--- config.mk ---
export PLATFORM = sky130hd
export DESIGN_NAME = bmp_emit
export DESIGN_NICKNAME = d
export VERILOG_FILES = /design/src/rtl/core/bmp_pkg.sv /design/src/rtl/core/bmp_emit.sv
export SDC_FILE = /design/constraint.sdc
export NUM_CORES = 1
export LEC_CHECK = 0
export BUFFER_PORTS_ARGS = -buffer_cell sky130_fd_sc_hd__buf_4
export CAP_MARGIN = 0
export CORE_UTILIZATION = 30
export CTS_BUF_LIST = sky130_fd_sc_hd__clkbuf_16
export DETAILED_ROUTE_END_ITERATION = 8
export GPL_ROUTABILITY_DRIVEN = 1
export SYNTH_ARGS = -nofsm -noshare
export SYNTH_HDL_FRONTEND = slang
export SYNTH_SLANG_ARGS = --single-unit
--- constraint.sdc ---
create_clock -name clk -period 6.5 [get_ports clk]
set_input_delay 0.975 -clock clk [delete_from_list [all_inputs] [get_ports clk]]
set_output_delay 0.975 -clock clk [all_outputs]
set_load 0.02 [all_outputs]
--- src/rtl/core/bmp_pkg.sv ---
// shared types, constants and helper functions of the bmp stream pixel decoder
// no dependencies; imported by the parser, the emitter and the top level
`default_nettype none

package bmp_pkg;

  localparam int unsigned MAX_WIDTH  = 4096;
  localparam int unsigned MAX_HEIGHT = 4096;
  localparam int unsigned PAL_DEPTH  = 256;
  localparam int          PAL_AW     = $clog2(PAL_DEPTH);
  localparam int          PAL_DW     = 24;
  localparam int          TDATA_W    = 96;

  typedef enum logic [1:0] {
    KIND_HDR = 2'd0,
    KIND_PIX = 2'd1,
    KIND_ERR = 2'd2
  } res_kind_t;

  typedef enum logic [2:0] {
    ERR_MAGIC  = 3'd0,
    ERR_HSIZE  = 3'd1,
    ERR_PLANES = 3'd2,
    ERR_DEPTH  = 3'd3,
    ERR_BEHIND = 3'd4,
    ERR_SIZE   = 3'd5
  } err_code_t;

  typedef enum logic [2:0] {
    HK_NONE  = 3'd0,
    HK_SHORT = 3'd1,
    HK_V1    = 3'd2,
    HK_V2    = 3'd3,
    HK_V3    = 3'd4,
    HK_V4    = 3'd5,
    HK_V5    = 3'd6
  } hdr_kind_t;

  localparam logic [7:0] HLEN_SHORT = 8'd12;
  localparam logic [7:0] HLEN_V1    = 8'd40;
  localparam logic [7:0] HLEN_V2    = 8'd52;
  localparam logic [7:0] HLEN_V3    = 8'd56;
  localparam logic [7:0] HLEN_V4    = 8'd108;
  localparam logic [7:0] HLEN_V5    = 8'd124;

  typedef enum logic [1:0] {
    JOB_HDR = 2'd0,
    JOB_ERR = 2'd1,
    JOB_IDX = 2'd2,
    JOB_RGB = 2'd3
  } job_kind_t;

  // work handed from the parser to the emitter, one per request with results
  typedef struct packed {
    job_kind_t   kind;
    logic [3:0]  count;
    logic [7:0]  pix_byte;
    logic [3:0]  depth;
    logic [23:0] rgb;
    logic [7:0]  alpha;
    logic [11:0] col;
    logic [11:0] line;
    err_code_t   err;
    logic [12:0] width;
    logic [12:0] height;
    logic [5:0]  bpp;
  } bmp_job_t;

  typedef struct packed {
    logic              we;
    logic [PAL_AW-1:0] addr;
    logic [PAL_DW-1:0] data;
  } pal_wr_t;

  function automatic hdr_kind_t hdr_kind_of(input logic [31:0] v);
    hdr_kind_t k;
    case (v)
      {24'd0, HLEN_SHORT}: k = HK_SHORT;
      {24'd0, HLEN_V1}:    k = HK_V1;
      {24'd0, HLEN_V2}:    k = HK_V2;
      {24'd0, HLEN_V3}:    k = HK_V3;
      {24'd0, HLEN_V4}:    k = HK_V4;
      {24'd0, HLEN_V5}:    k = HK_V5;
      default:             k = HK_NONE;
    endcase
    return k;
  endfunction

  function automatic logic [7:0] hdr_len(input hdr_kind_t k);
    logic [7:0] l;
    case (k)
      HK_SHORT: l = HLEN_SHORT;
      HK_V1:    l = HLEN_V1;
      HK_V2:    l = HLEN_V2;
      HK_V3:    l = HLEN_V3;
      HK_V4:    l = HLEN_V4;
      HK_V5:    l = HLEN_V5;
      default:  l = 8'd0;
    endcase
    return l;
  endfunction

  function automatic logic depth_ok(input logic [15:0] d);
    return (d == 16'd1) || (d == 16'd2) || (d == 16'd4) || (d == 16'd8) ||
           (d == 16'd24) || (d == 16'd32);
  endfunction

endpackage

`default_nettype wire

--- src/rtl/core/bmp_emit.sv ---
// result emitter: expands jobs into results, palette lookups, output register
// depends on bmp_pkg; reads the palette through bmp_ram
`default_nettype none

module bmp_emit
  import bmp_pkg::*;
(
  input  wire logic              clk,
  input  wire logic              rst_n,
  input  wire logic              job_valid,
  input  wire bmp_job_t          job,
  output logic                   job_ready,
  output logic                   ram_re,
  output logic [PAL_AW-1:0]      ram_raddr,
  input  wire logic [PAL_DW-1:0] ram_rdata,
  output logic                   out_tvalid,
  input  wire logic              out_tready,
  output logic [TDATA_W-1:0]     out_tdata,
  output logic [1:0]             out_tuser,
  output logic                   out_tlast
);

  // job stage
  logic        j_valid_r, j_valid_nxt;
  bmp_job_t    j_r;
  logic [2:0]  k_r;
  logic [7:0]  sh_r, sh_shift;
  logic [11:0] col_r;

  // output stage
  logic        b_valid_r;
  res_kind_t   b_kind_r;
  logic        b_from_ram_r;
  logic [23:0] b_rgb_r;
  logic [7:0]  b_alpha_r;
  logic [11:0] b_col_r, b_line_r;
  logic [12:0] b_width_r, b_height_r;
  logic [5:0]  b_bpp_r;
  err_code_t   b_err_r;
  logic        b_last_r;

  // slot being produced this cycle
  res_kind_t   s_kind;
  logic        s_from_ram;
  logic [23:0] s_rgb;
  logic [7:0]  s_alpha;
  logic [11:0] s_col, s_line;
  logic [12:0] s_width, s_height;
  logic [5:0]  s_bpp;
  err_code_t   s_err;
  logic        s_last;

  logic        adv, j_done, load;
  logic [23:0] rgb_out;

  assign adv       = j_valid_r && (!b_valid_r || out_tready);
  assign s_last    = ({1'b0, k_r} + 4'd1) == j_r.count;
  assign j_done    = adv && s_last;
  assign job_ready = !j_valid_r || j_done;
  assign load      = job_valid && job_ready;
  assign j_valid_nxt = load ? 1'b1 : (j_done ? 1'b0 : j_valid_r);

  // msb-first index field and the shift to the next one
  always_comb begin
    case (j_r.depth)
      4'd1: begin
        ram_raddr = {7'd0, sh_r[7]};
        sh_shift  = {sh_r[6:0], 1'b0};
      end
      4'd2: begin
        ram_raddr = {6'd0, sh_r[7:6]};
        sh_shift  = {sh_r[5:0], 2'b0};
      end
      4'd4: begin
        ram_raddr = {4'd0, sh_r[7:4]};
        sh_shift  = {sh_r[3:0], 4'b0};
      end
      default: begin
        ram_raddr = sh_r;
        sh_shift  = 8'd0;
      end
    endcase
  end

  assign ram_re = adv && (j_r.kind == JOB_IDX);

  always_comb begin
    s_kind     = KIND_ERR;
    s_from_ram = 1'b0;
    s_rgb      = 24'd0;
    s_alpha    = 8'd0;
    s_col      = 12'd0;
    s_line     = 12'd0;
    s_width    = 13'd0;
    s_height   = 13'd0;
    s_bpp      = 6'd0;
    s_err      = ERR_MAGIC;
    case (j_r.kind)
      JOB_HDR: begin
        if (k_r == 3'd0) begin
          s_kind   = KIND_HDR;
          s_width  = j_r.width;
          s_height = j_r.height;
          s_bpp    = j_r.bpp;
        end else begin
          // pixel offset lies behind the header
          s_err = ERR_BEHIND;
        end
      end
      JOB_ERR: begin
        s_err = j_r.err;
      end
      JOB_IDX: begin
        s_kind     = KIND_PIX;
        s_from_ram = 1'b1;
        s_alpha    = 8'hFF;
        s_col      = col_r;
        s_line     = j_r.line;
      end
      default: begin
        s_kind  = KIND_PIX;
        s_rgb   = j_r.rgb;
        s_alpha = j_r.alpha;
        s_col   = col_r;
        s_line  = j_r.line;
      end
    endcase
  end

  always_ff @(posedge clk) begin
    if (!rst_n) begin
      j_valid_r <= 1'b0;
      b_valid_r <= 1'b0;
    end else begin
      j_valid_r <= j_valid_nxt;
      if (adv) begin
        b_valid_r <= 1'b1;
      end else if (out_tready) begin
        b_valid_r <= 1'b0;
      end
    end
    if (load) begin
      j_r   <= job;
      k_r   <= 3'd0;
      sh_r  <= job.pix_byte;
      col_r <= job.col;
    end else if (adv) begin
      k_r   <= k_r + 3'd1;
      sh_r  <= sh_shift;
      col_r <= col_r + 12'd1;
    end
    if (adv) begin
      b_kind_r     <= s_kind;
      b_from_ram_r <= s_from_ram;
      b_rgb_r      <= s_rgb;
      b_alpha_r    <= s_alpha;
      b_col_r      <= s_col;
      b_line_r     <= s_line;
      b_width_r    <= s_width;
      b_height_r   <= s_height;
      b_bpp_r      <= s_bpp;
      b_err_r      <= s_err;
      b_last_r     <= s_last;
    end
  end

  // palette data stays on the ram output until the next lookup is issued
  assign rgb_out    = b_from_ram_r ? ram_rdata : b_rgb_r;
  assign out_tvalid = b_valid_r;
  assign out_tuser  = b_kind_r;
  assign out_tlast  = b_last_r;
  assign out_tdata  = {5'd0, b_err_r, b_bpp_r, b_height_r, b_width_r, b_line_r, b_col_r,
                       b_alpha_r, rgb_out[7:0], rgb_out[15:8], rgb_out[23:16]};

  a_stall_holds_slot: assert property (@(posedge clk) disable iff (!rst_n)
    j_valid_r && b_valid_r && !out_tready |=> $stable(k_r) && $stable(sh_r))
    else $error("job slot advanced while output was stalled");

  a_slot_in_range: assert property (@(posedge clk) disable iff (!rst_n)
    j_valid_r |-> ({1'b0, k_r} < j_r.count))
    else $error("slot index beyond job count");

  a_job_nonempty: assert property (@(posedge clk) disable iff (!rst_n)
    load |-> (job.count != 4'd0))
    else $error("job without results accepted");

  a_lookup_reaches_output: assert property (@(posedge clk) disable iff (!rst_n)
    ram_re |=> b_valid_r && b_from_ram_r)
    else $error("palette lookup not followed by a pixel in the output register");

endmodule

`default_nettype wire

==> results.yml, run 1 <==
floorplan:
  start_util: 0.305
  coreArea_mm2: 0.0269
  die_w_um: 167
  pin_count: 247
  die_area_mm2: 0.0280
  num_rows: 60
  die_h_um: 167
worst_setup_path:
  crit_slowest_cell: "a21boi_4"
  cp_max_fo: 35
  crit_path_start_kind: "flop"
  arrival_ns: 3.70
  slowest_delay_ns: 0.81
  reg2reg_depth: 8
  path_cells: "inv_2 -> ha_1 -> xor2_1 -> a211oi_2 -> o211ai_2 -> a21boi_4 -> buf_4 -> buf_4"
  cp-startpoint: "k_r[0]"
  critPathRequiredTime_ns: 6.66
  cp_common_cell: "buf_4"
  timing.rr.start: "k_r[0]"
  worstSetupEndpointType: "flop"
  path_class: "reg -> reg"
timing:
  drv_slew: 0
  fmax_ghz: 0.282
  hold_viol: 0
  fin_crit_ns: 3.54
  worst_pin_slew_ns: 1.06
  finalCritPeriodShare: 0.545
  maxSlewHeadroom: 0.295
  setup_violations: 0
  rsz0062_at_grt: "no"
  setup_tns_ns: 0
  skew_ns: 0.0138
pwr:
  power_mw: 3.39
  switching_power_uw: 798
  powerDensity_mw_per_mm2: 306
  seq_power_share: 0.495
  p_leak_nw: 4.45
  internal_power_mw: 2.59
  comb_power_share: 0.130
  clkPwrFrac: 0.375
  swShare: 0.235
  ir_worst_vdd_mv: 0.151
clock_network:
  clk_latency_ns: 0.52
  cts-buffers-inserted: 23
  cts.htree.levels: 1
  cts_hold_buf: 0
  cts_tree: "yes"
  clk_pin_slew_ns: 0.06
  cts_buffer_depth: 3
  clock_sinks: 209
  ctsRootBufferMaster: "clkbuf_16"
  cts_setup_buffers: 0
  cts.repair.resized: 0
placement:
  globalplace.congestion: 0.788
  hpwl_um: 12200
  dp.cells: 1047
  placed_cell_area_mm2: 0.0103
  port_buffers: 241
routing:
  vias_per_cell: 4.40
  first_iter_violations: 187
  drtPass1Iterations: 6
  vias: 4773
  wirelength_um: 17900
  wl_per_cell_um: 16.5
  drc: 0
  antenna_left: 0
global_route:
  grt_overflow: 0
  grt_use_total: 0.127
  antenna_found_initial: 0
  grt_pass1_vias: 4955
  grt_max_degree: 63
  grt_pass1_wl_um: 27500
finish:
  final_nets: 871
  fillers: 2509
  utilization: 0.412
  syn_to_final_growth_pct: 35.0
  drive_gt1_frac: 0.436
  final_area_mm2: 0.0111
  post_layout_nonfiller_instances: 1086
  diodes: 0
logic_synthesis:
  ys.warnings.count: 0
  syn_avg_cell_area_um2: 16.9
  ys_seq_area_frac: 0.759
  synthArstFlopShare: 0
  synthTopCellsByCount: "edfxtp_1 (204), and2_1 (63), mux2_2 (29)"
  yosys_register_bits: 209
  ys_top_cells_by_area: "edfxtp_1 (75%), and2_1 (4.8%), mux2_2 (4.0%)"
  yosysUniqueCellTypes: 42
  synth_top_area_share: 0.747
  syn_area_mm2: 0.00820
  synth_top_cell_by_area: "edfxtp_1"
  synthFlopType: "edfxtp_1"
  synth.most_common_cell: "edfxtp_1"
  syn-instance-count: 484
  synth_edf_count: 204
min_path:
  hold_path.class: "reg -> reg"
  hp-start: "j_r[20]"
  whs_path_depth: 1
status:
  status: "complete, no violations"
flow_run:
  maxCapViolations: 0
[power groups by stage]
stage / Combinational [mW] / Clock, mW / Sequential, mW
2_1_floorplan: 0.218 / 0 / 1.74
5_1_grt: 0.480 / 1.37 / 1.69
3_3_place_gp: 0.444 / 0 / 1.71
6_report: 0.442 / 1.27 / 1.68
4_1_cts: 0.452 / 1.32 / 1.68
3_5_place_dp: 0.452 / 0 / 1.71
[final cells by class]
| class | count | area (µm²) | area share |
|---|---|---|---|
| clock buffer | 23 | 576 | 0.0520 |
| tap | 341 | 427 | 0.0385 |
| clock inverter | 16 | 155 | 0.0140 |
| sequential | 209 | 6230 | 0.562 |
| multi-input combinational | 235 | 1780 | 0.161 |
| timing repair buffer | 247 | 1850 | 0.167 |
| inverter | 15 | 56.3 | 0.00509 |
[path summary, 6_finish.rpt]
| kind | end | slack [ns] |
|---|---|---|
| setup reg to reg | j_r[35] | 2.96 |
| hold / removal | b_width_r[1] | 0.51 |
| setup / recovery | j_r[35] | 2.96 |
| hold reg to reg | b_width_r[1] | 0.51 |
[state kept, by name (all words and copies together) (netlist names)]
register / count
b_alpha_r: 8
b_bpp_r: 6
b_col_r: 12
b_err_r: 3
b_from_ram_r: 1
b_height_r: 13
b_line_r: 12
b_rgb_r: 24
b_width_r: 13
col_r: 12
j_r: 89
j_valid_r: 1
k_r: 3
out_tlast: 1
out_tuser: 2
out_tvalid: 1
sh_r: 8
[per-layer routing]
| layer | GRT usage | vias to the layer above | share of wire |
|---|---|---|---|
| li1 | - | 2270 | - |
| met1 | 0.150 | 2298 | 0.41 |
| met2 | 0.224 | 179 | 0.50 |
| met3 | 0.0338 | 26 | 0.072 |
| met4 | 0.0419 | 0 | 0.023 |
| met5 | 0 | - | 0 |
[worst max-delay path, delay by kind of cell (launching register included)]
kind / cells / cell delay, ns
compound gates: 3 / 1.23
xor+xnor: 1 / 0.17
fa+ha+maj: 1 / 0.32
buf+inv: 3 / 0.97
flops: 1 / 0.45
[cells in the final DEF (no fill, tap or decap), types with 2 or more instances in the layout]
cell type,synthesis,layout
clkinv_1,0,7
buf_4,5,247
xor2_1,6,6
nor2_1,9,9
mux2i_1,2,2
conb_1,1,5
mux2_2,29,29
and3_1,27,27
mux2_4,12,12
edfxtp_1,204,204
a21oi_1,2,2
a21boi_0,9,9
clkbuf_16,0,23
xnor2_1,9,9
a32o_1,4,4
dfxtp_1,5,5
inv_1,14,19
or2_2,2,2
nor3_1,2,2
nor2b_1,6,5
a22oi_1,5,5
nand2_1,12,12
and2_1,63,62
nand3_1,8,8
and3b_1,2,2
ha_1,3,3
bufinv_16,0,3
o21ai_0,7,7
[stage by stage]
step / setup slack [ns] / hold WS, ns
floorplan: 1.56 / 0.497
global placement: 2.98 / 0.499
detailed placement: 2.92 / 0.501
CTS: 2.92 / 0.517
global route: 2.72 / 0.535
finish: 2.96 / 0.512
[cell families after synthesis]
group | share of synthesized area
DFF | 0.759
and+or+nand+nor | 0.0975
buffers and inverters | 0.0267
muxes | 0.0642
AOI/OAI and AO/OA | 0.0316
xor gates and xnor gates | 0.0160
adders and majority gates | 0.00458
other | 0.000457
(Power assumes the default switching activity.)
==> inputs of run 2 (changes only) <==
==> constraint.sdc (replaced) <==
create_clock -name clk -period 3.1 [get_ports clk]
set_input_delay 0.465 -clock clk [delete_from_list [all_inputs] [get_ports clk]]
set_output_delay 0.465 -clock clk [all_outputs]
set_load 0.02 [all_outputs]
==> run 2 against run 1 <==
Global-route usage is essentially flat. Clock skew is 0.0016 ns higher. Clock-buffer cell count rose by 2. Critical path depth decreased by 3. Core utilization increased by 0.43 points. Hold slack worse by 0.40 ns. Critical endpoint is now ram_raddr[3]. Highest routed layer unchanged.
==> results.yml, run 2 (synthesis results as in run 1) <==
finish:
  utilization: 0.416
  register_area_mm2: 0.00623
  post_layout_nonfiller_instances: 1097
  drive_gt1_frac: 0.440
  final_area_mm2: 0.0112
  syn_to_final_growth_pct: 36.4
  final_common_cell: "buf_4"
  largest-register: "j_r"
  final_cell_mix: "buf_4 (247), edfxtp_1 (204), and2_1 (62)"
  fillers: 2510
  top_regs: "j_r (89), b_rgb_r (24)"
  multi_input_comb_area_mm2: 0.00178
  final_nets: 876
  largest_reg_flops: 89
clock_network:
  cts-buffers-inserted: 25
  cts_hold_buf: 0
  clock_sinks: 209
  cts_buffer_depth: 3
  ctsRootBufferMaster: "clkbuf_16"
  cts.htree.levels: 1
  cts_tree: "yes"
  clk_pin_slew_ns: 0.06
  clk_latency_ns: 0.53
  cts_setup_buffers: 0
timing:
  hold_viol: 0
  hold_ws_ns: 0.110
  drv_slew: 0
  setup_ws_ns: 0.204
  fmax_ghz: 0.345
  finalCritPeriodShare: 0.934
  skew_ns: 0.0154
  rsz0062_at_grt: "no"
  setup_violations: 0
  fin_crit_ns: 2.90
  worst_pin_slew_ns: 1.04
  setup_tns_ns: 0
  maxSlewHeadroom: 0.300
pwr:
  internal_power_mw: 5.49
  ir_worst_vdd_mv: 0.489
  switching_power_mw: 1.72
  clkPwrFrac: 0.382
  comb_power_share: 0.132
  swShare: 0.239
  power_mw: 7.22
  p_leak_nw: 4.51
  seq_power_share: 0.487
  powerDensity_mw_per_mm2: 645
status:
  status: "complete, no violations"
global_route:
  grt_pass1_vias: 4949
  grt_max_degree: 100
  grt_use_total: 0.127
  grt_pass1_wl_um: 27500
  grt_overflow: 0
  antenna_found_initial: 1
placement:
  hpwl_um: 12100
  dp.cells: 1050
  port_buffers: 241
  globalplace.congestion: 0.752
  placed_cell_area_mm2: 0.0104
  preCtsSetupSlack_ns: 0.417
worst_setup_path:
  path_class: "reg -> out"
  cp_max_fo: 8
  worstSetupEndpointType: "primary output"
  slowest_delay_ns: 0.54
  path_cells: "nor2b_1 -> nor3_1 -> or3b_2 -> a32o_1 -> buf_4"
  crit_slowest_cell: "or3b_2"
  critPathRequiredTime_ns: 2.63
  crit_path_start_kind: "flop"
  arrival_ns: 2.43
floorplan:
  num_rows: 60
  die_area_mm2: 0.0280
  pin_count: 247
  die_h_um: 167
  coreArea_mm2: 0.0269
  die_w_um: 167
  start_util: 0.305
routing:
  drtPass1Iterations: 4
  wirelength_um: 17900
  vias_per_cell: 4.34
  first_iter_violations: 230
  vias: 4766
  drc: 0
  wl_per_cell_um: 16.3
  antenna_left: 0
min_path:
  hold_path.class: "in -> reg"
flow_run:
  maxCapViolations: 0
==> run 2: cell types whose count changed in the layout (fill, tap and decap cells not counted), sizes merged <==
cell      previous run  this run
diode                0         1
bufinv               3         2
clkinvlp             0         1
clkbuf              23        25
clkinv               7         9
buf                247       250
inv                 21        24
==> run 2: critical path: cells and delay by family, from the launching register on <==
kind	cells	cell delay, ns
DFF	1	0.43
AOI/OAI and AO/OA	1	0.25
and+or+nand+nor	3	1.07
buffers and inverters	1	0.16
==> run 2: final timing paths <==
path | startpoint | to | slack, ns | cells after the start
worst max-delay path | j_r[93] | ram_raddr[3] | 0.20 | 5
worst min-delay path | job[42] | j_r[42] | 0.11 | 1
worst max register to register | k_r[0] | col_r[0] | 0.42 | 9
worst min register to register | j_r[4] | b_bpp_r[4] | 0.51 | 1
==> run 2: layout make-up <==
| class | count | share of cell area |
|---|---|---|
| repair buffers | 250 | 0.171 |
| well taps | 341 | 0.0381 |
| flip-flops and latches | 209 | 0.557 |
| clock buffers | 25 | 0.0559 |
| diodes | 1 | 0.000224 |
| inverters | 15 | 0.00503 |
| multi-input cells | 235 | 0.159 |
| clock inverters | 21 | 0.0141 |
==> run 2: timing repair <==
item	in CTS	in global routing
hold endpoints to repair	0	0
gates resized for setup	0	1
setup endpoints to repair	0	2
==> run 2: metal layers <==
layer  GRT usage  wire, µm  up-vias
met5           0         0        -
met4      0.0427       457        0
met3      0.0397      1420       33
met2       0.225      9070      169
met1       0.144      6990     2276
li1            -         -     2288
==> run 2: power by group through the flow <==
stage               Clock (mW)  Sequential [mW]  Combinational, mW
CTS                       2.86             3.51              0.972
detailed placement           0             3.57              0.970
floorplan                    0             3.63              0.458
finish                    2.76             3.51              0.949
global route              2.96             3.54               1.03
global placement             0             3.57              0.952
