$ cat config.mk
export PLATFORM = sky130hd
export DESIGN_NAME = bmp_parse
export DESIGN_NICKNAME = d
export VERILOG_FILES = /design/src/rtl/core/bmp_pkg.sv /design/src/rtl/core/bmp_parse.sv
export SDC_FILE = /design/constraint.sdc
export NUM_CORES = 1
export LEC_CHECK = 0
export BUFFER_PORTS_ARGS = -buffer_cell sky130_fd_sc_hd__buf_4
export CAP_MARGIN = 0
export CORE_MARGIN = 4
export CORE_UTILIZATION = 61
export CTS_BUF_LIST = sky130_fd_sc_hd__clkbuf_16
export CTS_CLUSTER_DIAMETER = 60
export DETAILED_ROUTE_END_ITERATION = 10
export GPL_ROUTABILITY_DRIVEN = 1
export PLACE_DENSITY = 0.82
export SLEW_MARGIN = 20
export SYNTH_ARGS = -nofsm -noshare
export SYNTH_HDL_FRONTEND = slang
export SYNTH_SLANG_ARGS = --single-unit
$ cat constraint.sdc
create_clock -name clk -period 8 [get_ports clk]
set_input_delay 1.2 -clock clk [delete_from_list [all_inputs] [get_ports clk]]
set_output_delay 1.2 -clock clk [all_outputs]
set_load 0.02 [all_outputs]
$ cat src/rtl/core/bmp_pkg.sv
// shared types, constants and helper functions of the bmp stream pixel decoder
// no dependencies; imported by the parser, the emitter and the top level
`default_nettype none

package bmp_pkg;

  localparam int unsigned MAX_WIDTH  = 4096;
  localparam int unsigned MAX_HEIGHT = 4096;
  localparam int unsigned PAL_DEPTH  = 256;
  localparam int          PAL_AW     = $clog2(PAL_DEPTH);
  localparam int          PAL_DW     = 24;
  localparam int          TDATA_W    = 96;

  typedef enum logic [1:0] {
    KIND_HDR = 2'd0,
    KIND_PIX = 2'd1,
    KIND_ERR = 2'd2
  } res_kind_t;

  typedef enum logic [2:0] {
    ERR_MAGIC  = 3'd0,
    ERR_HSIZE  = 3'd1,
    ERR_PLANES = 3'd2,
    ERR_DEPTH  = 3'd3,
    ERR_BEHIND = 3'd4,
    ERR_SIZE   = 3'd5
  } err_code_t;

  typedef enum logic [2:0] {
    HK_NONE  = 3'd0,
    HK_SHORT = 3'd1,
    HK_V1    = 3'd2,
    HK_V2    = 3'd3,
    HK_V3    = 3'd4,
    HK_V4    = 3'd5,
    HK_V5    = 3'd6
  } hdr_kind_t;

  localparam logic [7:0] HLEN_SHORT = 8'd12;
  localparam logic [7:0] HLEN_V1    = 8'd40;
  localparam logic [7:0] HLEN_V2    = 8'd52;
  localparam logic [7:0] HLEN_V3    = 8'd56;
  localparam logic [7:0] HLEN_V4    = 8'd108;
  localparam logic [7:0] HLEN_V5    = 8'd124;

  typedef enum logic [1:0] {
    JOB_HDR = 2'd0,
    JOB_ERR = 2'd1,
    JOB_IDX = 2'd2,
    JOB_RGB = 2'd3
  } job_kind_t;

  // work handed from the parser to the emitter, one per request with results
  typedef struct packed {
    job_kind_t   kind;
    logic [3:0]  count;
    logic [7:0]  pix_byte;
    logic [3:0]  depth;
    logic [23:0] rgb;
    logic [7:0]  alpha;
    logic [11:0] col;
    logic [11:0] line;
    err_code_t   err;
    logic [12:0] width;
    logic [12:0] height;
    logic [5:0]  bpp;
  } bmp_job_t;

  typedef struct packed {
    logic              we;
    logic [PAL_AW-1:0] addr;
    logic [PAL_DW-1:0] data;
  } pal_wr_t;

  function automatic hdr_kind_t hdr_kind_of(input logic [31:0] v);
    hdr_kind_t k;
    case (v)
      {24'd0, HLEN_SHORT}: k = HK_SHORT;
      {24'd0, HLEN_V1}:    k = HK_V1;
      {24'd0, HLEN_V2}:    k = HK_V2;
      {24'd0, HLEN_V3}:    k = HK_V3;
      {24'd0, HLEN_V4}:    k = HK_V4;
      {24'd0, HLEN_V5}:    k = HK_V5;
      default:             k = HK_NONE;
    endcase
    return k;
  endfunction

  function automatic logic [7:0] hdr_len(input hdr_kind_t k);
    logic [7:0] l;
    case (k)
      HK_SHORT: l = HLEN_SHORT;
      HK_V1:    l = HLEN_V1;
      HK_V2:    l = HLEN_V2;
      HK_V3:    l = HLEN_V3;
      HK_V4:    l = HLEN_V4;
      HK_V5:    l = HLEN_V5;
      default:  l = 8'd0;
    endcase
    return l;
  endfunction

  function automatic logic depth_ok(input logic [15:0] d);
    return (d == 16'd1) || (d == 16'd2) || (d == 16'd4) || (d == 16'd8) ||
           (d == 16'd24) || (d == 16'd32);
  endfunction

endpackage

`default_nettype wire

$ cat src/rtl/core/bmp_parse.sv
// byte parser: magic, file and info headers, palette load, row and pixel tracking
// depends on bmp_pkg; hands jobs to bmp_emit and palette writes to bmp_ram
`default_nettype none

module bmp_parse
  import bmp_pkg::*;
(
  input  wire logic       clk,
  input  wire logic       rst_n,
  input  wire logic       in_valid,
  input  wire logic [7:0] in_data,
  input  wire logic       job_ready,
  output logic            job_valid,
  output bmp_job_t        job,
  output pal_wr_t         pal_wr
);

  typedef enum logic [3:0] {
    PH_MAGIC, PH_FILEHDR, PH_INFO, PH_PALETTE, PH_SKIP, PH_PIXELS, PH_PAD, PH_DONE, PH_ERROR
  } phase_t;

  phase_t      phase_r, phase_nxt;
  logic [31:0] byte_cnt_r, byte_cnt_nxt;
  logic [31:0] field_r, field_nxt;
  hdr_kind_t   hkind_r, hkind_nxt;
  logic [31:0] off_r, off_nxt;
  logic [12:0] width_r, width_nxt;
  logic [12:0] height_r, height_nxt;
  logic [15:0] planes_r, planes_nxt;
  logic [15:0] raw_r, raw_nxt;
  logic        ovs_r, ovs_nxt;
  logic [8:0]  pal_cnt_r, pal_cnt_nxt;
  logic [1:0]  sub_r, sub_nxt;
  logic [23:0] partial_r, partial_nxt;
  logic [12:0] col_r, col_nxt;
  logic [11:0] line_r, line_nxt;
  logic [1:0]  rbp_r, rbp_nxt;

  logic        acc;
  logic [31:0] cnt_inc;
  logic [31:0] field_sh;
  logic [7:0]  rel;
  logic        os2;
  logic        behind, empty, at_off;
  logic [2:0]  sub_inc;
  logic [2:0]  entry_len;
  logic [3:0]  ppb, npix;
  logic [12:0] remain;
  logic [15:0] w16, h16;

  assign acc      = in_valid && job_ready;
  assign cnt_inc  = byte_cnt_r + 32'd1;
  assign field_sh = {in_data, field_r[31:8]};
  assign rel      = byte_cnt_r[7:0] - 8'd14;
  assign os2      = (hkind_r == HK_SHORT);
  assign behind   = cnt_inc > off_r;
  assign empty    = (width_r == 13'd0) || (height_r == 13'd0);
  assign at_off   = (cnt_inc == off_r);
  assign sub_inc  = {1'b0, sub_r} + 3'd1;
  assign entry_len = os2 ? 3'd3 : 3'd4;
  assign w16      = field_sh[15:0];
  assign h16      = field_sh[31:16];
  assign remain   = width_r - col_r;

  always_comb begin
    case (raw_r[3:0])
      4'd1:    ppb = 4'd8;
      4'd2:    ppb = 4'd4;
      4'd4:    ppb = 4'd2;
      default: ppb = 4'd1;
    endcase
    npix = (remain < {9'd0, ppb}) ? remain[3:0] : ppb;
  end

  always_comb begin
    pal_wr.we   = acc && (phase_r == PH_PALETTE) && (sub_r == 2'd2);
    pal_wr.addr = pal_cnt_r[PAL_AW-1:0];
    pal_wr.data = {in_data, partial_r[7:0], partial_r[15:8]};
  end

  always_comb begin
    phase_nxt    = phase_r;
    byte_cnt_nxt = byte_cnt_r;
    field_nxt    = field_r;
    hkind_nxt    = hkind_r;
    off_nxt      = off_r;
    width_nxt    = width_r;
    height_nxt   = height_r;
    planes_nxt   = planes_r;
    raw_nxt      = raw_r;
    ovs_nxt      = ovs_r;
    pal_cnt_nxt  = pal_cnt_r;
    sub_nxt      = sub_r;
    partial_nxt  = partial_r;
    col_nxt      = col_r;
    line_nxt     = line_r;
    rbp_nxt      = rbp_r;
    job_valid    = 1'b0;
    job          = '0;
    job.kind     = JOB_ERR;
    job.err      = ERR_MAGIC;

    if (acc && (phase_r != PH_DONE) && (phase_r != PH_ERROR)) begin
      byte_cnt_nxt = cnt_inc;
      field_nxt    = field_sh;
      unique case (phase_r)
        PH_MAGIC: begin
          if (in_data != ((byte_cnt_r == 32'd0) ? 8'h42 : 8'h4D)) begin
            job_valid = 1'b1;
            job.count = 4'd1;
            job.err   = ERR_MAGIC;
            phase_nxt = PH_ERROR;
          end else if (byte_cnt_r == 32'd1) begin
            phase_nxt = PH_FILEHDR;
          end
        end
        PH_FILEHDR: begin
          if (byte_cnt_r == 32'd13) begin
            off_nxt   = field_sh;
            phase_nxt = PH_INFO;
          end
        end
        PH_INFO: begin
          if (rel == 8'd3) begin
            hkind_nxt = hdr_kind_of(field_sh);
            if (hdr_kind_of(field_sh) == HK_NONE) begin
              job_valid = 1'b1;
              job.count = 4'd1;
              job.err   = ERR_HSIZE;
              phase_nxt = PH_ERROR;
            end
          end else begin
            if (rel == 8'd7) begin
              if (os2) begin
                // short form: signed 16-bit width and height side by side
                width_nxt  = w16[12:0];
                height_nxt = h16[12:0];
                ovs_nxt    = w16[15] || (w16 > 16'(MAX_WIDTH)) ||
                             h16[15] || (h16 > 16'(MAX_HEIGHT));
              end else begin
                width_nxt = field_sh[12:0];
                if (field_sh > 32'(MAX_WIDTH)) begin
                  ovs_nxt = 1'b1;
                end
              end
            end
            if ((rel == 8'd11) && !os2) begin
              height_nxt = field_sh[12:0];
              if (field_sh > 32'(MAX_HEIGHT)) begin
                ovs_nxt = 1'b1;
              end
            end
            if (rel == (os2 ? 8'd9 : 8'd13)) begin
              planes_nxt = field_sh[31:16];
            end
            if (rel == (os2 ? 8'd11 : 8'd15)) begin
              raw_nxt = field_sh[31:16];
            end
            if (rel + 8'd1 == hdr_len(hkind_r)) begin
              // header checks in order planes, depth, size
              job_valid = 1'b1;
              job.count = 4'd1;
              if (planes_nxt != 16'd1) begin
                job.err   = ERR_PLANES;
                phase_nxt = PH_ERROR;
              end else if (!depth_ok(raw_nxt)) begin
                job.err   = ERR_DEPTH;
                phase_nxt = PH_ERROR;
              end else if (ovs_nxt) begin
                job.err   = ERR_SIZE;
                phase_nxt = PH_ERROR;
              end else begin
                job.kind   = JOB_HDR;
                job.width  = width_r;
                job.height = height_r;
                job.bpp    = raw_nxt[5:0];
                if (raw_nxt <= 16'd8) begin
                  pal_cnt_nxt = 9'd0;
                  sub_nxt     = 2'd0;
                  partial_nxt = 24'd0;
                  phase_nxt   = PH_PALETTE;
                end else if (behind) begin
                  job.count = 4'd2;
                  phase_nxt = PH_ERROR;
                end else if (empty) begin
                  phase_nxt = PH_DONE;
                end else if (at_off) begin
                  col_nxt   = 13'd0;
                  line_nxt  = 12'(height_r - 13'd1);
                  rbp_nxt   = 2'd0;
                  sub_nxt   = 2'd0;
                  phase_nxt = PH_PIXELS;
                end else begin
                  phase_nxt = PH_SKIP;
                end
              end
            end
          end
        end
        PH_PALETTE: begin
          if (sub_r != 2'd3) begin
            partial_nxt = {partial_r[15:0], in_data};
          end
          sub_nxt = sub_inc[1:0];
          if (sub_inc >= entry_len) begin
            sub_nxt     = 2'd0;
            partial_nxt = 24'd0;
            pal_cnt_nxt = pal_cnt_r + 9'd1;
            if (pal_cnt_nxt == (9'd1 << raw_r[3:0])) begin
              if (behind) begin
                job_valid = 1'b1;
                job.count = 4'd1;
                job.err   = ERR_BEHIND;
                phase_nxt = PH_ERROR;
              end else if (empty) begin
                phase_nxt = PH_DONE;
              end else if (at_off) begin
                col_nxt   = 13'd0;
                line_nxt  = 12'(height_r - 13'd1);
                rbp_nxt   = 2'd0;
                sub_nxt   = 2'd0;
                phase_nxt = PH_PIXELS;
              end else begin
                phase_nxt = PH_SKIP;
              end
            end
          end
        end
        PH_SKIP: begin
          if (at_off) begin
            col_nxt   = 13'd0;
            line_nxt  = 12'(height_r - 13'd1);
            rbp_nxt   = 2'd0;
            sub_nxt   = 2'd0;
            phase_nxt = PH_PIXELS;
          end
        end
        PH_PIXELS: begin
          rbp_nxt = rbp_r + 2'd1;
          if (raw_r <= 16'd8) begin
            job_valid    = 1'b1;
            job.kind     = JOB_IDX;
            job.count    = npix;
            job.pix_byte = in_data;
            job.depth    = raw_r[3:0];
            job.col      = col_r[11:0];
            job.line     = line_r;
            col_nxt      = col_r + {9'd0, npix};
          end else begin
            // bytes arrive b, g, r (, a)
            case (sub_r)
              2'd0:    partial_nxt = {16'd0, in_data};
              2'd1:    partial_nxt = {8'd0, in_data, partial_r[7:0]};
              2'd2:    partial_nxt = {in_data, partial_r[15:0]};
              default: partial_nxt = partial_r;
            endcase
            sub_nxt = sub_inc[1:0];
            if (sub_inc >= ((raw_r == 16'd24) ? 3'd3 : 3'd4)) begin
              job_valid   = 1'b1;
              job.kind    = JOB_RGB;
              job.count   = 4'd1;
              job.rgb     = partial_nxt;
              job.alpha   = (raw_r == 16'd24) ? 8'hFF : in_data;
              job.col     = col_r[11:0];
              job.line    = line_r;
              sub_nxt     = 2'd0;
              partial_nxt = 24'd0;
              col_nxt     = col_r + 13'd1;
            end
          end
          if ((col_nxt >= width_r) && (sub_nxt == 2'd0)) begin
            if (rbp_nxt != 2'd0) begin
              phase_nxt = PH_PAD;
            end else if (line_r == 12'd0) begin
              phase_nxt = PH_DONE;
            end else begin
              line_nxt  = line_r - 12'd1;
              col_nxt   = 13'd0;
              sub_nxt   = 2'd0;
              phase_nxt = PH_PIXELS;
            end
          end
        end
        PH_PAD: begin
          rbp_nxt = rbp_r + 2'd1;
          if (rbp_nxt == 2'd0) begin
            if (line_r == 12'd0) begin
              phase_nxt = PH_DONE;
            end else begin
              line_nxt  = line_r - 12'd1;
              col_nxt   = 13'd0;
              sub_nxt   = 2'd0;
              phase_nxt = PH_PIXELS;
            end
          end
        end
        default: begin
        end
      endcase
    end
  end

  always_ff @(posedge clk) begin
    if (!rst_n) begin
      phase_r    <= PH_MAGIC;
      byte_cnt_r <= '0;
      field_r    <= '0;
      hkind_r    <= HK_NONE;
      off_r      <= '0;
      width_r    <= '0;
      height_r   <= '0;
      planes_r   <= '0;
      raw_r      <= '0;
      ovs_r      <= 1'b0;
      pal_cnt_r  <= '0;
      sub_r      <= '0;
      partial_r  <= '0;
      col_r      <= '0;
      line_r     <= '0;
      rbp_r      <= '0;
    end else begin
      phase_r    <= phase_nxt;
      byte_cnt_r <= byte_cnt_nxt;
      field_r    <= field_nxt;
      hkind_r    <= hkind_nxt;
      off_r      <= off_nxt;
      width_r    <= width_nxt;
      height_r   <= height_nxt;
      planes_r   <= planes_nxt;
      raw_r      <= raw_nxt;
      ovs_r      <= ovs_nxt;
      pal_cnt_r  <= pal_cnt_nxt;
      sub_r      <= sub_nxt;
      partial_r  <= partial_nxt;
      col_r      <= col_nxt;
      line_r     <= line_nxt;
      rbp_r      <= rbp_nxt;
    end
  end

endmodule

`default_nettype wire

==> impl_results.md, run 1 <==
* Status: finished clean
* Fin crit period at about 7600 ps
* Hold_sp: rbp_r[1]$_SDFFE_PN0P_
* Final Util at about 69%
* Mapped Cells at approximately 2,100
* R2R Setup Slk at between 400 and 500 ps
* Peak Freq at 132 MHz
* Top_reg_cell synth: dfxtp_1
* Sequential share of power at 45.3%
* Hold-critical path endpoint: rbp_r[1]$_SDFFE_PN0P_
* Gr ovfl total at 0
* Number of port buffers at around 150
* P per Cell Area at between 100 and 150 nW/um^2
* Die area at between 20,000 and 30,000 um^2
* Critical Path RT at 8400 ps
* Antenna violations before repair at 1
* Switching Share at 25.7%
* Top cell type by total area after synthesis: dfxtp_1
* Hold Path Class: reg -> reg
* Final setup TNS at 0 ps
* Maxcap violations at 0
* Routability cong. at ~1.0
* Cell Area, Synth at between 15,000 and 20,000 um^2
* Die height at ~170 um
* Delay-heaviest family, CP: simple AND/OR/NAND/NOR gates
* Clk_lat worst skew at 550 ps
* CP arrival at 7980 ps
* IO Pins at 155
* CORE AREA at approximately 25,000 um^2
* Drt drc at 0
* #FFs+latches synth at between 200 and 250
* Clk pwr share at 48.0%
* Initial Util at approximately 62%
* Ys Warns at 0
* Placed cell count at between 2,000 and 2,500
* DRT antenna net count at 0
* Slew headroom at about a quarter
* Setup violators final at 0
* Detailed Route WL at about 48,000 um
* Crit path launch type: register
* Post-DR wirelength/cell at approximately 20 um
* Area delta synth->final at 11.4%
* Worst Setup Path Type: reg -> reg
* Worst R2R Path Depth at 33
* Vias in the first global route at ~15,000
* Endpoints failing hold at 0
* Asr flop ratio synth at 0%
* 1st-iter DRT viols at 1,739
* CTS buffer count at 25
* Nets at 2,213
* Worst-Margin Slew at ~1100 ps
* Cell Rows at 58
* Total power at between 2 and 2.5 mW
* Sink Count at around 220
* Critical Path Fanout Max at 17
* Via count at around 16,000
* Drt first pass iters at 8
* Distinct cell type count after synthesis at 86
* Leakage at around 6.9 nW
* Synth Area per Inst at between 7 and 8 um^2
* Slowest-stage cell, CP: dfxtp_1
* Crit path capture type: register
* Largest net degree at the start of global routing at ~120
* Final slew viol count at 0
* Seq/Total Area, Yosys at about 28%
* Largest cells by area after synthesis: dfxtp_1 (28%), nor2_1 (7.3%), ha_1 (6.8%), mux2i_1 (5.9%), nand2_1 (5.6%)
* Gate power share at under 10%
* FF-to-FF Start: raw_r[1]$_SDFFE_PN0P_
* Vias per inst at around 6.3
* CTS Hold Bufs at 0
* Layout cells sized above 1 at between 10% and 20%
* Critical Path Max Stage Delay at 620 ps
* Crit path buf inv count at 4
* RR Endpoint: line_r[0]$_SDFFE_PN0P_
* Antenna diode count at 0
* Die X at roughly 170 um
* Fin crit share at 94.8%
* Post-synth EDFFs at 0
* Worst-path clk slew at ~60 ps
* CTS root buf: clkbuf_16
* Worst hold path depth at 2
* First-pass GRT wire length at 75,400 um
* Post-Layout Cell Count at 2,463
* Cell Int Power at 1.81 mW
* Psw at around 0.63 mW
* H-tree depth at 1
* Max VDD drop at between 0.15 and 0.2 mV
* Skew final at just over 20 ps
* Top cell type's share of synthesized area at approximately 28%
* DP HPWL at around 34,000 um
* Syn nets at around 2,200
* TritonCTS clock tree: yes
* Gr usage total at 32.0%
* Clock Path Buffers at 3
## repair_timing
item	CTS	global route
resized for setup	0	11
setup buffers	0	0
setup endpoints to repair	0	21
## cell usage after synthesis (22+ instances only)
cell        n
nand2_1   233
xnor2_1    56
clkbuf_1  111
ha_1       85
and3_1     32
nand4_1    37
mux2i_1    91
nand3_1    67
nor3_1     41
a21oi_1   142
inv_1      83
nor2_1    302
o21ai_0    84
or3_1      27
xor2_1     51
nor4_1     39
a211oi_1   22
and2_1     33
buf_4      39
o211ai_1   23
dfxtp_1   216
## cell type report
type / count / area [um^2]
Fill cell: 2137 / 7780
Inverter: 85 / 322
Sequential cell: 216 / 4330
Clock inverter: 21 / 210
Timing Repair Buffer: 175 / 1320
Multi-Input combinational cell: 1611 / 10100
Tap cell: 330 / 413
Clock buffer: 25 / 626
## state kept, by name, summed over array words and instances, names as in the netlist
| signal | count |
|---|---|
| byte_cnt_r | 32 |
| col_r | 13 |
| field_r | 24 |
| height_r | 13 |
| hkind_r | 3 |
| line_r | 12 |
| off_r | 32 |
| ovs_r | 1 |
| pal_cnt_r | 9 |
| partial_r | 24 |
| phase_r | 4 |
| planes_r | 16 |
| raw_r | 16 |
| rbp_r | 2 |
| sub_r | 2 |
| width_r | 13 |
## worst register-to-register path: cells and delay by family, from the launching register on
family / cells / cell delay, ps
mux: 2 / 550
xor+xnor: 1 / 180
buf+inv: 4 / 670
flops: 1 / 620
fa+ha+maj: 4 / 1250
simple gates: 12 / 2790
compound gates: 10 / 1380
## cell families (layout without fill, tap and decap cells)
group                    count (synthesis)  in the layout  synth area share (%)
AND/OR/NAND/NOR                        901            901                  27.6
AO/OA/AOI/OAI                          418            418                  17.6
buffers and inverters                  261            306                  7.51
flip-flops                             216            216                  27.8
XOR/XNOR                               108            108                  6.13
multiplexers                            97             97                  6.29
adder cells (fa/ha/maj)                 87             87                  7.10
## layout by cell type (no fill, tap or decap), types with 51 or more instances in the layout
| cell | instances |
|---|---|
| buf_4 | 174 |
| xor2_1 | 51 |
| dfxtp_1 | 214 |
| nand3_1 | 66 |
| nor2_1 | 301 |
| o21ai_0 | 84 |
| mux2i_1 | 91 |
| nand2_1 | 233 |
| a21oi_1 | 140 |
| ha_1 | 85 |
| inv_1 | 87 |
| xnor2_1 | 56 |
## metal layers
layer	wire length, um	track usage (%)
met5	0	0
met4	2130	12.5
met3	4520	6.42
met2	22300	54.2
met1	18900	40.1
## through the flow
step           area (um^2)  worst slack (ps)  hold WS, ps
6_report             17300               418          457
5_1_grt              17300             -9.89          481
4_1_cts              17300               268          461
3_5_place_dp         16500               304          452
3_3_place_gp         16400               499          441
2_1_floorplan        15600               841          436
## power by group through the flow
stage               clock, mW  combinational [mW]  sequential, mW
global route             1.22               0.173            1.11
detailed placement          0               0.156            1.13
floorplan                   0               0.117            1.12
CTS                      1.18               0.157            1.10
global placement            0               0.153            1.13
finish                   1.17               0.163            1.11
## how the worst max path moves through the flow
stage,endpoint,slack [ps],startpoint,cells after the start
after global routing,line_r[0]$_SDFFE_PN0P_,-10,col_r[1]$_SDFFE_PN0P_,36
after detailed placement,line_r[0]$_SDFFE_PN0P_,300,col_r[1]$_SDFFE_PN0P_,36
after global placement,line_r[0]$_SDFFE_PN0P_,500,col_r[1]$_SDFFE_PN0P_,36
after CTS,job[103],270,byte_cnt_r[3]$_SDFFE_PN0P_,20
after floorplan,line_r[5]$_SDFFE_PN0P_,840,col_r[1]$_SDFFE_PN0P_,36
final,line_r[0]$_SDFFE_PN0P_,420,raw_r[1]$_SDFFE_PN0P_,33
No activity file was read; power rests on OpenSTA's default activity.
==> inputs of run 2 (changes only) <==
--- a/config.mk
+++ b/config.mk
@@ -9,12 +9,10 @@
 export CAP_MARGIN = 0
 export CORE_MARGIN = 4
 export CORE_UTILIZATION = 61
-export CTS_BUF_LIST = sky130_fd_sc_hd__clkbuf_16
 export CTS_CLUSTER_DIAMETER = 60
 export DETAILED_ROUTE_END_ITERATION = 10
 export GPL_ROUTABILITY_DRIVEN = 1
 export PLACE_DENSITY = 0.82
-export SLEW_MARGIN = 20
 export SYNTH_ARGS = -nofsm -noshare
 export SYNTH_HDL_FRONTEND = slang
 export SYNTH_SLANG_ARGS = --single-unit
==> run 2 against run 1 <==
Against the previous run: maximum frequency increased by 1.4%; via count grew 0.26%; critical endpoint is now job[103]; utilization increased by 0.25 points; die area stayed put; worst setup slack better by 100 ps; routed wire length grew 0.71%.
==> impl_results.md, run 2 (same netlist as run 1, synthesis figures left out) <==
* Final slew viol count at 0 (unchanged)
* Die height at 168 um (unchanged)
* Nets at 2,213 (unchanged)
* Fin crit period at 7480 ps (-102 ps)
* Gr ovfl total at 0 (unchanged)
* CTS root buf: clkbuf_16
* Die area at 28,100 um^2 (unchanged)
* Delay-heaviest family, CP: simple AND/OR/NAND/NOR gates
* Worst-path clk slew at 60 ps (about the same)
* Worst hold path depth at 2 (unchanged)
* Critical Path RT at 6800 ps (-1600 ps)
* Gr usage total at 32.3% (+0.35 points)
* Largest registers: byte_cnt_r: 32 flops, off_r: 32 flops
* Skew final at 11.0 ps (-9.28 ps)
* Worst Setup Path Type: reg -> out
* TritonCTS clock tree: yes
* Max VDD drop at 0.215 mV (+34%)
* Clk_lat worst skew at 550 ps (about the same)
* Post-DR wirelength/cell at 19.6 um (+0.83%)
* Leakage at 6.96 nW (+0.52%)
* Initial Util at 61.9% (unchanged)
* Cell Chain, Critical Path: ha_1 -> and3_1 -> nand4_1 -> nor2_2 -> nand2_1 -> nor4_2 -> and3_1 -> and3_1 -> nand3_1 -> xnor2_1 -> ha_1 -> a211oi_1 -> o21bai_1 -> a211oi_1 -> o21ai_0 -> a21o_1 -> o21ai_2 -> nor3_1 -> o21ai_0 -> a21boi_0 -> o21ai_0 -> buf_4
* Crit path buf inv count at 1 (-3)
* Sink Count at 216 (unchanged)
* H-tree depth at 1 (unchanged)
* CTS buffer count at 25 (unchanged)
* Commonest non-fill, non-tap cell in the layout: nor2_1
* Slew headroom at 17.7% (-9.0 points)
* Fin crit share at 93.5% (-1.3 points)
* IO Pins at 155 (unchanged)
* Critical Path Max Stage Delay at 590 ps (-30 ps)
* Status: finished clean
* Worst slack, placed at 320 ps (+16.0 ps)
* Endpoints failing hold at 0 (unchanged)
* Layout cells sized above 1 at 13.1% (+0.11 points)
* Commonest non-fill, non-tap cells in the layout: nor2_1 (301), nand2_1 (233), dfxtp_1 (214)
* CP arrival at 6280 ps (-1700 ps)
* Peak Freq at 134 MHz (+1.4%)
* Number of port buffers at 154 (unchanged)
* First-pass GRT wire length at 76,000 um (+0.71%)
* Worst R2R Path Depth at 35 (+6.1%)
* Antenna violations before repair at 0 (-1)
* CP Depth at 22 (-33%)
* Clock Path Buffers at 3 (unchanged)
* P per Cell Area at 146 nW/um^2 (+4.0%)
* Slowest-stage cell, CP: dfxtp_1
* Die X at 168 um (unchanged)
* PnR worst setup slack at 520 ps (+102 ps)
* 1st-iter DRT viols at 1,761 (+1.3%)
* Drt drc at 0 (unchanged)
* Vias in the first global route at 14,600 (+0.19%)
* Largest net degree at the start of global routing at 115 (unchanged)
* Detailed Route WL at 48,200 um (+0.71%)
* Total power at 2.55 mW (+4.4%)
* Antenna diode count at 0 (unchanged)
* Fill cells at 2,119 (-0.84%)
* Cell Rows at 58 (unchanged)
* Via count at 15,500 (+0.26%)
* Worst-Margin Slew at 1230 ps (+132 ps)
* Crit path capture type: primary output
* CORE AREA at 25,100 um^2 (unchanged)
* Hold Path Class: reg -> reg
* Drt first pass iters at 5 (-3)
* Vias per inst at 6.32 (+0.39%)
* Area delta synth->final at 11.8%
* Setup violators final at 0 (unchanged)
* Routability cong. at 1.02 (unchanged)
* Maxcap violations at 0 (unchanged)
* Crit path launch type: register
* DRT antenna net count at 0 (unchanged)
* Critical Path Fanout Max at 12 (-5)
* DP HPWL at 34,500 um (+0.20%)
-- run 2: cell type report --
| class | instances | area [um^2] | share of cell area [%] |
|---|---|---|---|
| timing repair buffer | 175 | 1310 | 7.55 |
| multi-input combinational | 1611 | 10100 | 58.1 |
| tap | 330 | 413 | 2.37 |
| inverter | 85 | 322 | 1.85 |
| clock inverter | 13 | 233 | 1.34 |
| clock buffer | 30 | 674 | 3.88 |
| sequential | 216 | 4330 | 24.9 |
-- run 2: worst paths after layout --
kind / from / to / slack, ps
worst max-delay path: byte_cnt_r[2]$_SDFFE_PN0P_ / job[103] / 520
worst max register to register: col_r[1]$_SDFFE_PN0P_ / line_r[6]$_SDFFE_PN0P_ / 560
worst min-delay path: rbp_r[1]$_SDFFE_PN0P_ / rbp_r[1]$_SDFFE_PN0P_ / 460
worst min register to register: rbp_r[1]$_SDFFE_PN0P_ / rbp_r[1]$_SDFFE_PN0P_ / 460
-- run 2: stage by stage --
stage          instances  hold WS [ps]  util [%]  TNS, ps  area, um^2
6_report            2460           457      69.3        0       17400
5_1_grt             2460           482      69.3    -94.6       17400
4_1_cts             2460           461      69.1        0       17400
3_5_place_dp        2417           452      65.5        0       16400
3_3_place_gp        2417           441      65.5        0       16400
2_1_floorplan       2088           436         -        0       15600
-- run 2: where the power goes --
group	total [mW]	switching (mW)	internal, mW
combinational	0.163	0.112	0.0510
clock	1.28	0.484	0.794
sequential	1.11	0.0212	1.08
-- run 2: repair_timing --
action	in CTS	in global routing
buffers inserted	0	0
hold buffers	0	0
gates resized for setup	0	13
setup endpoints to repair	0	28
-- run 2: worst min-delay path, cell delays in order, from the launching register on --
cell     delay [ps]
dfxtp_1         310
nand2_1          50
a21oi_1          50
-- run 2: routing by layer --
layer  up-vias  track usage, %  part of all wire, %
met5         -               0                    0
met4         0            12.8                  4.3
met3       151            5.93                  9.2
met2       780            54.7                   47
met1      7284            40.9                   40
li1       7332               -                    -
==> inputs of run 3 (changes only) <==
--- a/config.mk
+++ b/config.mk
@@ -12,7 +12,7 @@
 export CTS_CLUSTER_DIAMETER = 60
 export DETAILED_ROUTE_END_ITERATION = 10
 export GPL_ROUTABILITY_DRIVEN = 1
-export PLACE_DENSITY = 0.82
+export PLACE_DENSITY = 0.88
 export SYNTH_ARGS = -nofsm -noshare
 export SYNTH_HDL_FRONTEND = slang
 export SYNTH_SLANG_ARGS = --single-unit
==> run 3 against run 2 <==
Against the previous run: register-to-register slack worse by 70 ps; worst hold slack worse by 0.68 ps; utilization is 0.37 points lower; sequential share of layout area is 0.14 points higher; global-route usage is 0.077 points lower; first-iteration DRC count is 2.4% higher; critical path type is now reg -> reg; highest routed layer unchanged.
==> impl_results.md, run 3 (same netlist as run 1, synthesis figures left out) <==
* Initial Util at 61.9% (unchanged)
* Largest net degree at the start of global routing at 107 (-7.0%)
* Routability cong. at 0.990 (-2.8%)
* RSZ-0062 raised after global routing: no
* Slew headroom at 14.4% (-3.3 points)
* Die height at 168 um (unchanged)
* Gr ovfl total at 0 (unchanged)
* Status: finished clean
* CTS root buf: clkbuf_16
* Fin crit share at 93.9% (+0.42 points)
* Critical Path Max Stage Delay at 420 ps (-170 ps)
* CTS Hold Bufs at 0 (unchanged)
* Worst slack, placed at 339 ps (+19.0 ps)
* Critical Path Fanout Max at 7 (-5)
* Drt first pass iters at 6 (+1)
* PnR worst setup slack at 486 ps (-33.5 ps)
* Final Util at 68.9% (-0.37 points)
* Crit path launch type: register
* Hold Path Class: reg -> reg
* Antenna violations before repair at 0 (unchanged)
* Vias in the first global route at 14,700 (+0.56%)
* DP HPWL at 34,100 um (-1.3%)
* Vias per inst at 6.38 (+0.98%)
* Final setup TNS at 0 ps (unchanged)
* Crit path capture type: register
* DRT antenna net count at 0 (unchanged)
* Leakage at 6.92 nW (-0.62%)
* Final slew viol count at 0 (unchanged)
* Sink Count at 216 (unchanged)
* Die X at 168 um (unchanged)
* Via count at 15,700 (+1.0%)
* Post-Layout Cell Count at 2,461 (+0.041%)
* Endpoints failing hold at 0 (unchanged)
* P per Cell Area at 140 nW/um^2 (-4.7%)
* Delay-heaviest family, CP: simple AND/OR/NAND/NOR gates
* CTS buffer count at 24 (-4.0%)
* Hold slack at 457 ps (-0.675 ps)
* TritonCTS clock tree: yes
* Detailed Route WL at 47,900 um (-0.71%)
* Max VDD drop at 0.205 mV (-5.0%)
* CORE AREA at 25,100 um^2 (unchanged)
* Crit path buf inv count at 4 (+3)
* Largest registers: byte_cnt_r: 32 flops, off_r: 32 flops
* Commonest non-fill, non-tap cell in the layout: nor2_1
* Fin crit period at 7510 ps (+33.5 ps)
* Critical Path RT at 8370 ps (+1570 ps)
* Setup violators final at 0 (unchanged)
* Worst-path clk slew at 60 ps (about the same)
* Clock Path Buffers at 3 (unchanged)
* IO Pins at 155 (unchanged)
* Slowest-stage cell, CP: fa_1
* CP arrival at 7890 ps (+1610 ps)
* Cell Rows at 58 (unchanged)
* Peak Freq at 133 MHz (-0.45%)
* Commonest non-fill, non-tap cells in the layout: nor2_1 (302), nand2_1 (233), dfxtp_1 (213)
* H-tree depth at 1 (unchanged)
* Layout cells sized above 1 at 12.9% (-0.29 points)
* Nets at 2,214 (+0.045%)
* Number of port buffers at 154 (unchanged)
* Drt drc at 0 (unchanged)
* First-pass GRT wire length at 76,000 um (about the same)
* Skew final at 26.2 ps (+15.1 ps)
* 1st-iter DRT viols at 1,803 (+2.4%)
* Maxcap violations at 0 (unchanged)
* Post-DR wirelength/cell at 19.5 um (-0.75%)
* Post-DP Area at 16,500 um^2 (about the same)
* Die area at 28,100 um^2 (unchanged)
* Total power at 2.41 mW (-5.2%)
* Worst-Margin Slew at 1270 ps (+43.4 ps)
* Clk_lat worst skew at 550 ps (about the same)
* Antenna diode count at 0 (unchanged)
* Area delta synth->final at 11.2%
* Placed cell count at 2,419 (+0.083%)
* Post-route cell area at 17,300 um^2 (-0.54%)
* Gr usage total at 32.3% (-0.077 points)
* Worst Setup Path Type: reg -> reg
## run 3: changes by cell type in the layout (fill, tap and decap cells not counted), moves of 2 or more
cell / previous run / this run
clkinv_2: 5 / 3
bufinv_16: 6 / 2
buf_4: 175 / 177
clkbuf_1: 2 / 5
clkbuf_8: 3 / 6
## run 3: path summary, 6_finish.rpt
check / start / endpoint / slack (ps) / cells after the start
worst min-delay path: rbp_r[1]$_SDFFE_PN0P_ / rbp_r[1]$_SDFFE_PN0P_ / 460 / 2
worst max register to register: col_r[1]$_SDFFE_PN0P_ / line_r[6]$_SDFFE_PN0P_ / 490 / 35
worst max-delay path: col_r[1]$_SDFFE_PN0P_ / line_r[6]$_SDFFE_PN0P_ / 490 / 35
worst min register to register: rbp_r[1]$_SDFFE_PN0P_ / rbp_r[1]$_SDFFE_PN0P_ / 460 / 2
## run 3: layout make-up
cell class | count | area, um^2
multi-input cells | 1611 | 10100
fillers | 2049 | 7810
flip-flops and latches | 216 | 4330
repair buffers | 177 | 1330
clock buffers | 35 | 702
well taps | 330 | 413
inverters | 85 | 322
clock inverters | 7 | 114
## run 3: power breakdown
group	internal (mW)	switching (mW)
Sequential	1.08	0.0218
Clock	0.676	0.470
Combinational	0.0513	0.111
Total	1.81	0.603
## run 3: repair_timing
action | CTS | global route
resized for setup | 0 | 9
setup endpoints to repair | 0 | 16
buffers inserted | 0 | 0
endpoints found under the hold margin | 0 | 0
## run 3: worst min-delay path: stages, from the launching register on
cell     delay (ps)
dfxtp_1         310
nand2_1          50
a21oi_1          50
## run 3: layer usage
metal  up-vias  wire (um)  global-route usage (%)
li1       7326          -                       -
met2       853      22400                    54.1
met1      7330      18700                    41.1
met3       197       4350                    5.15
met4         0       2420                    14.2
met5         -          0                       0
